$ cat config.mk
export PLATFORM = sky130hd
export DESIGN_NAME = insertion_sort_with_counts
export DESIGN_NICKNAME = d
export VERILOG_FILES = /design/src/hw/rtl/isc_pkg.sv /design/src/hw/rtl/insertion_sort_with_counts.sv /design/src/hw/rtl/isc_ram.sv
export SDC_FILE = /design/constraint.sdc
export NUM_CORES = 2
export LEC_CHECK = 0
export ABC_AREA = 0
export BUFFER_PORTS_ARGS = -buffer_cell sky130_fd_sc_hd__buf_2
export CAP_MARGIN = 20
export CORE_ASPECT_RATIO = 1.4
export CORE_UTILIZATION = 55
export CTS_CLUSTER_SIZE = 25
export DETAILED_ROUTE_END_ITERATION = 12
export PLACE_DENSITY = 0.84
export SYNTH_ARGS = -nofsm -noshare
export SYNTH_HDL_FRONTEND = slang
export SYNTH_SLANG_ARGS = --single-unit
$ cat constraint.sdc
create_clock -name clk -period 5.7 [get_ports clk]
set_input_delay 1.14 -clock clk [delete_from_list [all_inputs] [get_ports clk]]
set_output_delay 1.14 -clock clk [all_outputs]
set_load 0.01 [all_outputs]
$ cat src/hw/rtl/isc_pkg.sv
// Package for the insertion sort block: sizes, item and result words, states.
// Used by insertion_sort_with_counts, its checker and its testbench.
// No dependencies.
`default_nettype none

package isc_pkg;

    // Capacity of the element store
    localparam int MAX_ITEMS = 64;
    // Store index and fill count widths
    localparam int IDX_W = (MAX_ITEMS > 1) ? $clog2(MAX_ITEMS) : 1;
    localparam int CNT_W = $clog2(MAX_ITEMS + 1);
    // Field widths
    localparam int VAL_W = 32;
    localparam int TOT_W = 11;

    // Input word
    typedef struct packed {
        logic signed [VAL_W-1:0] value;
        logic                    is_last;
    } item_t;

    // Result word
    typedef struct packed {
        logic signed [VAL_W-1:0] sorted_value;
        logic                    last_out;
        logic [TOT_W-1:0]        compare_total;
        logic [TOT_W-1:0]        swap_total;
        logic                    overflow;
    } result_t;

    // Sequencer states
    typedef enum logic [2:0] {
        S_LOAD,
        S_RDKEY,
        S_KEY,
        S_CMP,
        S_PUT,
        S_OUT,
        S_FLUSH
    } state_t;

endpackage

`default_nettype wire

$ cat src/hw/rtl/insertion_sort_with_counts.sv
// Top level of the insertion sort block with comparison and swap totals.
// Depends on isc_pkg and isc_ram.
//
// channel  | handshake              | word
// ---------+------------------------+--------------------------------------
// item     | start high, busy low   | isc_pkg::item_t   (value, is_last)
// result   | strobe, one cycle      | isc_pkg::result_t (sorted value, totals)
//
// Loading takes one word per cycle; busy stays low until the last word.
// Sorting runs through one RAM port pair: each key passes S_RDKEY and S_KEY,
// then one S_CMP step per comparison, then S_PUT.
// Results come out back to back on consecutive cycles; the receiver cannot stall them.
// Reset clears control state only; the store is written before it is read.
`default_nettype none

module insertion_sort_with_counts (
    input  wire logic              clk,
    input  wire logic              rst_n,
    input  wire logic              start,
    output      logic              busy,
    input  wire isc_pkg::item_t    item,
    output      logic              strobe,
    output      isc_pkg::result_t  result
);

    isc_pkg::state_t state_reg, state_next;

    logic [isc_pkg::CNT_W-1:0] count_reg, count_next;
    logic                      ovf_reg, ovf_next;
    logic [isc_pkg::IDX_W-1:0] i_reg, i_next;
    logic [isc_pkg::IDX_W-1:0] j_reg, j_next;
    logic [isc_pkg::IDX_W-1:0] pos_reg, pos_next;
    logic [isc_pkg::IDX_W-1:0] k_reg, k_next;
    logic [isc_pkg::VAL_W-1:0] key_reg, key_next;
    logic [isc_pkg::TOT_W-1:0] cmp_reg, cmp_next;
    logic [isc_pkg::TOT_W-1:0] swp_reg, swp_next;
    logic                      strobe_reg, strobe_next;
    logic                      last_reg, last_next;

    logic                      wr_en;
    logic [isc_pkg::IDX_W-1:0] wr_addr;
    logic [isc_pkg::VAL_W-1:0] wr_data;
    logic [isc_pkg::IDX_W-1:0] rd_addr;
    logic [isc_pkg::VAL_W-1:0] rd_data;

    logic                      accept;
    logic                      has_room;
    logic [isc_pkg::CNT_W-1:0] count_after;
    logic                      key_less;
    logic                      i_done;
    logic                      k_done;

    // Element store
    isc_ram #(
        .WIDTH (isc_pkg::VAL_W),
        .DEPTH (isc_pkg::MAX_ITEMS)
    ) u_store (
        .clk     (clk),
        .wr_en   (wr_en),
        .wr_addr (wr_addr),
        .wr_data (wr_data),
        .rd_addr (rd_addr),
        .rd_data (rd_data)
    );

    // Shared decodes
    assign accept      = start && (state_reg == isc_pkg::S_LOAD);
    assign has_room    = (count_reg < isc_pkg::CNT_W'(isc_pkg::MAX_ITEMS));
    assign count_after = has_room ? (count_reg + isc_pkg::CNT_W'(1)) : count_reg;
    assign key_less    = $signed(key_reg) < $signed(rd_data);
    assign i_done      = ((isc_pkg::CNT_W'(i_reg) + isc_pkg::CNT_W'(1)) == count_reg);
    assign k_done      = ((isc_pkg::CNT_W'(k_reg) + isc_pkg::CNT_W'(1)) == count_reg);

    // Next state
    always_comb
    begin
        state_next = state_reg;
        case (state_reg)
            isc_pkg::S_LOAD:
            begin
                if (start && item.is_last)
                begin
                    if (count_after > isc_pkg::CNT_W'(1))
                    begin
                        state_next = isc_pkg::S_RDKEY;
                    end
                    else
                    begin
                        state_next = isc_pkg::S_OUT;
                    end
                end
            end
            isc_pkg::S_RDKEY: state_next = isc_pkg::S_KEY;
            isc_pkg::S_KEY:   state_next = isc_pkg::S_CMP;
            isc_pkg::S_CMP:
            begin
                if (!key_less || (j_reg == '0))
                begin
                    state_next = isc_pkg::S_PUT;
                end
            end
            isc_pkg::S_PUT:
            begin
                state_next = i_done ? isc_pkg::S_OUT : isc_pkg::S_RDKEY;
            end
            isc_pkg::S_OUT:
            begin
                if (k_done)
                begin
                    state_next = isc_pkg::S_FLUSH;
                end
            end
            isc_pkg::S_FLUSH: state_next = isc_pkg::S_LOAD;
            default:          state_next = isc_pkg::S_LOAD;
        endcase
    end

    // Datapath and store control
    always_comb
    begin
        count_next  = count_reg;
        ovf_next    = ovf_reg;
        i_next      = i_reg;
        j_next      = j_reg;
        pos_next    = pos_reg;
        k_next      = k_reg;
        key_next    = key_reg;
        cmp_next    = cmp_reg;
        swp_next    = swp_reg;
        strobe_next = 1'b0;
        last_next   = 1'b0;
        wr_en       = 1'b0;
        wr_addr     = count_reg[isc_pkg::IDX_W-1:0];
        wr_data     = item.value;
        rd_addr     = i_reg;
        case (state_reg)
            isc_pkg::S_LOAD:
            begin
                // Store the word if there is room, else flag the drop
                if (accept)
                begin
                    count_next = count_after;
                    if (has_room)
                    begin
                        wr_en = 1'b1;
                    end
                    else
                    begin
                        ovf_next = 1'b1;
                    end
                    if (item.is_last)
                    begin
                        cmp_next = '0;
                        swp_next = '0;
                        i_next   = isc_pkg::IDX_W'(1);
                        k_next   = '0;
                    end
                end
            end
            isc_pkg::S_RDKEY:
            begin
                // Fetch the key
                rd_addr = i_reg;
            end
            isc_pkg::S_KEY:
            begin
                // Hold the key, fetch its left neighbor
                key_next = rd_data;
                j_next   = i_reg - isc_pkg::IDX_W'(1);
                rd_addr  = i_reg - isc_pkg::IDX_W'(1);
            end
            isc_pkg::S_CMP:
            begin
                // Compare key with entry j; shift the entry right while greater
                cmp_next = (cmp_reg == '1) ? cmp_reg : cmp_reg + isc_pkg::TOT_W'(1);
                rd_addr  = j_reg - isc_pkg::IDX_W'(1);
                if (key_less)
                begin
                    swp_next = (swp_reg == '1) ? swp_reg : swp_reg + isc_pkg::TOT_W'(1);
                    wr_en    = 1'b1;
                    wr_addr  = j_reg + isc_pkg::IDX_W'(1);
                    wr_data  = rd_data;
                    if (j_reg == '0)
                    begin
                        pos_next = '0;
                    end
                    else
                    begin
                        j_next = j_reg - isc_pkg::IDX_W'(1);
                    end
                end
                else
                begin
                    pos_next = j_reg + isc_pkg::IDX_W'(1);
                end
            end
            isc_pkg::S_PUT:
            begin
                // Drop the key into its slot and advance
                wr_en   = 1'b1;
                wr_addr = pos_reg;
                wr_data = key_reg;
                i_next  = i_reg + isc_pkg::IDX_W'(1);
                k_next  = '0;
            end
            isc_pkg::S_OUT:
            begin
                // Read out in order; the word shows the cycle after
                rd_addr     = k_reg;
                strobe_next = 1'b1;
                last_next   = k_done;
                k_next      = k_reg + isc_pkg::IDX_W'(1);
            end
            isc_pkg::S_FLUSH:
            begin
                // Final word is on the ports; clear the run
                count_next = '0;
                ovf_next   = 1'b0;
            end
            default:
            begin
                count_next = '0;
            end
        endcase
    end

    // Control registers
    always_ff @(posedge clk or negedge rst_n)
    begin
        if (!rst_n)
        begin
            state_reg  <= isc_pkg::S_LOAD;
            count_reg  <= '0;
            ovf_reg    <= 1'b0;
            i_reg      <= '0;
            j_reg      <= '0;
            pos_reg    <= '0;
            k_reg      <= '0;
            cmp_reg    <= '0;
            swp_reg    <= '0;
            strobe_reg <= 1'b0;
            last_reg   <= 1'b0;
        end
        else
        begin
            state_reg  <= state_next;
            count_reg  <= count_next;
            ovf_reg    <= ovf_next;
            i_reg      <= i_next;
            j_reg      <= j_next;
            pos_reg    <= pos_next;
            k_reg      <= k_next;
            cmp_reg    <= cmp_next;
            swp_reg    <= swp_next;
            strobe_reg <= strobe_next;
            last_reg   <= last_next;
        end
    end

    // Key register
    always_ff @(posedge clk)
    begin
        key_reg <= key_next;
    end

    // Ports
    assign busy                 = (state_reg != isc_pkg::S_LOAD);
    assign strobe               = strobe_reg;
    assign result.sorted_value  = rd_data;
    assign result.last_out      = last_reg;
    assign result.compare_total = cmp_reg;
    assign result.swap_total    = swp_reg;
    assign result.overflow      = ovf_reg;

endmodule

`default_nettype wire

$ cat src/hw/rtl/isc_ram.sv
// Generic single-write, single-read RAM with a registered read port.
// No dependencies.
`default_nettype none

module isc_ram #(
    parameter int WIDTH = 32,
    parameter int DEPTH = 64
) (
    input  wire logic                                      clk,
    input  wire logic                                      wr_en,
    input  wire logic [((DEPTH > 1) ? $clog2(DEPTH) : 1)-1:0] wr_addr,
    input  wire logic [WIDTH-1:0]                          wr_data,
    input  wire logic [((DEPTH > 1) ? $clog2(DEPTH) : 1)-1:0] rd_addr,
    output      logic [WIDTH-1:0]                          rd_data
);

    logic [WIDTH-1:0] mem [DEPTH];

    // Write and registered read
    always_ff @(posedge clk)
    begin
        if (wr_en)
        begin
            mem[wr_addr] <= wr_data;
        end
        rd_data <= mem[rd_addr];
    end

endmodule

`default_nettype wire

Word-level counts from Yosys, hierarchy flattened. Memories as Yosys holds them, arrays and structs flattened. A register that Yosys moved wholly into a read port is not among the register bits. Index checks and enable logic that the tools add are counted.

Bits in writable memories: 2048. Bits in registers: 91. Output and inout port bits: 58. Bits of input ports: 36. Logic and storage cells: 113. Memories: 1.

Eq/ne operators: 21. Multiplexer cells: 43. Reductions and logical operators: 22. Bitwise operators: 1. Add/subtract/negate cells: 10. Magnitude comparators: 3.

Memories: u_store.mem (depth 64, bits a word 32, read ports 1, clocked after memory_dff 1, wr ports 1, RTL line isc_ram.sv:17) `logic [WIDTH-1:0] mem [DEPTH];`.

Operators by type and width (number): $pmux 32 s2 (1); $mux 11 (5); $mux 6 (9); $pmux 11 s2 (2); $pmux 6 s2 (3); $pmux 6 s3 (2); $lt 32x32->1 (1); $mux 32 (1); $add 11x1->11 const B (2); $eq 11x11->1 const B (2); $add 6x1->6 const B (3); $ne 2x2->1 const B (9); $pmux 3 s6 (1); $mux 3 (5); $reduce_and 3->1 (5); $add 6x1->7 const B (2); $eq 7x7->1 (2); $mux 7 (2); $pmux 7 s2 (1); $sub 6x1->6 const B (2); $eq 3x3->1 const B (3); $mux 1 (9); $reduce_bool 2->1 (4); $add 7x1->7 const B (1); 18 further kinds (23).

Logic depth before layout (Yosys ltp).
Depth in word-level cells: 6. Mapped depth: 13.

Modules after synthesis. Synthesis repeated with hierarchy kept, for this count alone.

Cell total of the unflattened synthesis: 4052. Area total of the unflattened synthesis: 85047.8 µm².

By module, submodules not included: isc_ram (cells each 3324, sequential area each 62139.6 µm², instances 1, area an instance 78515.3 µm²); insertion_sort_with_counts (cells each 728, sequential area each 2437.3 µm², instances 1, area an instance 6532.5 µm²).

Worst setup path before layout. OpenSTA, ideal clock, no wires.

Kind: reg-to-reg. Start point: register u_store.rd_data[30] (read register of u_store.mem). End point: memory u_store.mem[16][0], enable pin. Setup slack: -0.593 ns. Arrival time: 5.791 ns. Stages on the path, launching flop included: 13. Required time: 5.198 ns. Cell sequence: dfxtp_1 -> inv_1 -> ha_1 -> a21oi_1 -> nand2_1 -> a221oi_1 -> o211ai_1 -> buf_4 -> nor3_2 -> nor2_2 -> a221o_1 -> buf_2 -> nor4_1.

Cells in the longest elaborated chain, start to end: 5. Elaborated cells between the ends (all ways): 7. Those cells by class: order compare (1); mux (6).

Ends and longest elaborated chain: start, declared (RTL line isc_ram.sv:14) `output logic [WIDTH-1:0] rd_data`; $lt 32x32->1 * (RTL line insertion_sort_with_counts.sv:70) `assign key_less = $signed(key_reg) < $signed(rd_data);`; $mux 1 (RTL line insertion_sort_with_counts.sv:177) `if (key_less)`; $pmux 1 s3 (RTL line insertion_sort_with_counts.sv:136) `case (state_reg)`; $mux 1 (RTL line isc_ram.sv:22) `if (wr_en)`; $mux 1 (implied by the code) (RTL line isc_ram.sv:24) `mem[wr_addr] <= wr_data;`; end, declared (RTL line isc_ram.sv:17).

Every way passes the cells marked *; elsewhere a longest branch is shown, timed or not.

Final worst setup path.
Start point: register u_store.rd_data[21] (read register of u_store.mem). End point: memory u_store.mem[61][10], enable pin.

The elaborated chain is that of the path after synthesis.

==> reports/results.ini <==
[setup_path]
end_kind=register
cp.arrival_ns=5.55
required_ns=6.16
worstPathCellList=inv_1 > ha_1 > a21oi_1 > o21ai_0 > a221oi_1 > o211ai_1 > buf_4 > o21a_2 > nor3_4 > buf_4 > a221oi_4 > buf_4 > nor4_2 > buf_4
crit_path_from=u_store.rd_data[21]
startpoint_type=register
endpoint=u_store.mem[61][10]
timing.reg2reg.setup_slack_ns=0.61
reg2reg_from=u_store.rd_data[21]
timing_worst_setup_path_type=register to register
critical-path-slowest-cell=buf_4
worst-r2r-cell-count=14
cp_slowest_stage_delay_ns=0.56
reg2reg_to=u_store.mem[61][10]
critical_path.max_fanout=36
path_common_cell=buf_4

[die]
floorplan.core_area_mm2=0.1549
fp.dieArea_mm2=0.1577
die_width_um=335.9
io_pins=94
floorplan.initialDensity_pct=55.41
num_rows=171
die_h_um=469.4

[grt]
residual_overflow_from_global_routing=0
grt_util_all_layers_pct=30.06
grt_max_degree=94
grt_first_pass_wirelength_um=337500
first_global_vias=47900
grt_antenna_before_repair=10

[clock_tree]
cts_tree=built
clockRootBuffer=clkbuf_16
cts_made_buffers=180
post_cts.resized_instances=0
cts.hold.buffers_added=0
cts.reportedPaths.clkPinSlew_ns=0.07
cts_sinks=2171
clkLatencyLatePin_ns=0.84
post_cts_buffers=0
cts-htree-levels=4
ctsLongestPathBuffers=3

[synthesis]
netlist.top_cell.by_area=edfxtp_1
yosysUniqueCellTypes=74
syn-num-nets=4510
synth.avg_cell_area_um2=19.36
synth_edf_count=2080
synth_area_leaders=edfxtp_1, mux4_2, nand2_1
synth.most_common_cell=edfxtp_1
ys_seq_elements=2171
ffs_w_async_s_r_synth_pct=2.718
number_of_standard_cells_after_synthesis=4434
synthesis.yosys.warnings=0
synth.top_cell.area_share_pct=72.77
synth_seq_area_share_pct=75.24
ys.flop_type=edfxtp_1
ys_top_cells_by_count=edfxtp_1, nand2_1, mux4_2
synth.cell_area_mm2=0.08583

[layout]
final_layout_size_suffix_gt1_share_pct=25.11
largest_register_ff_count=2048
fin_nets=4747
finalNonFillerCells=6896
syn2layout_area_growth_pct=12.61
nFillCells=9628

[timing]
timing.slew.headroom_pct=12.24
fmaxAchievable_mhz=196.6
hold_viol=0
final-setup-viol-count=0
finalWorstSetupSlack_ns=0.6145
period_needed_ns=5.085
setup_tns_ns=0
report.final.slew_viol_count=0
timing.clock.skew_ns=0.05671
final.hold.worst_slack_ns=0.4841
tightest_slew_ns=1.303
grt_setup_unrepaired=false
final.period_utilization_pct=89.22

[route]
drc=0
postRouteAntennaNets=0
drt_iter0_markers=7113
drtPass1Iterations=6
avgViaCountPerCell=6.911
routed_wirelength_um=236900
routedWlPerCell_um=34.35
num_vias=47658

[placement]
dp_worst_setup_slack_ns=1.007
post-dp-hpwl_um=132100
placedCellCount=6561
portBuffers=93
gpl_congestion=1.022

[outcome]
run_status=finished clean

[min_path]
worstHoldPathType=register to register

[flow_run]
timing.max_cap.violations=0

==> how the worst min path moves through the flow <==
stage                                   start     endpoint  cells past startpoint
after CTS                               rst_n   cmp_reg[6]                      2
after detailed placement  u_store.rd_data[20]  key_reg[20]                      0
after global routing      u_store.rd_data[18]  key_reg[18]                      0
final                     u_store.rd_data[18]  key_reg[18]                      0
after floorplan                    pos_reg[2]   pos_reg[2]                      2
after global placement    u_store.rd_data[18]  key_reg[18]                      0
==> layout by cell type, fill, tap and decap left out, drive strengths merged, types with 4 or more instances in the layout <==
cell / count
a22o: 7
and3: 10
nor3: 21
mux4: 512
nand4: 6
o221ai: 35
nand2b: 4
xnor2: 23
buf: 320
diode: 9
a22oi: 38
clkinvlp: 5
o211ai: 8
nor3b: 4
nand2: 584
or3: 4
a21oi: 35
and2: 6
o21a: 4
clkbuf: 217
or4: 9
nand3: 131
xor2: 15
mux2i: 106
bufinv: 18
dfxtp: 32
a31oi: 5
o21ai: 113
edfxtp: 2080
o31ai: 10
dfrtp: 59
inv: 50
nand3b: 35
ha: 40
a211oi: 6
a32oi: 32
nor4: 69
nor2: 40
clkinv: 80
==> stage by stage <==
step / area [um^2] / util [%]
after floorplan: 85920 / -
after global placement: 90570 / 58.47
after detailed placement: 90590 / 58.48
after CTS: 96550 / 62.33
after global routing: 96640 / 62.39
final: 96660 / 62.40
==> layout make-up <==
cell class	count	area [um^2]	share of cell area, %
Timing Repair Buffer	321	2643	2.734
Clock inverter	106	1285	1.329
Tap cell	2076	2597	2.687
Sequential cell	2171	64580	66.81
Clock buffer	216	4681	4.843
Multi-Input combinational cell	1950	20670	21.39
Antenna cell	9	22.52	0.02330
Inverter	47	176.4	0.1825
==> critical path: cells and delay by family (launching register included) <==
family / cells / cell delay [ns]
buf+inv: 5 / 1.69
simple gates: 2 / 0.62
flops: 1 / 0.40
fa+ha+maj: 1 / 0.33
compound gates: 6 / 1.53
==> kinds of logic (layout without fill, tap and decap cells) <==
family / Yosys count / in the layout / share of synthesized area, %
DFF: 2171 / 2171 / 75.24
and+or+nand+nor: 930 / 930 / 4.959
muxes: 621 / 621 / 14.71
AOI/OAI and AO/OA: 321 / 321 / 2.545
buffers and inverters: 313 / 690 / 1.577
adders and majority gates: 40 / 40 / 0.5831
xor gates and xnor gates: 38 / 38 / 0.3878
other: 0 / 9 / 0
==> metal layers <==
metal	wire, um	up-vias	global-route usage (%)
li1	-	18430	-
met5	0	-	0
met2	116200	4189	49.11
met4	18850	0	20.25
met3	27130	829	6.776
met1	74730	24210	35.68
Power is left out: the tool's default activity adds up to more than one toggle a clock period on the data nets, which glitch-free logic cannot reach.
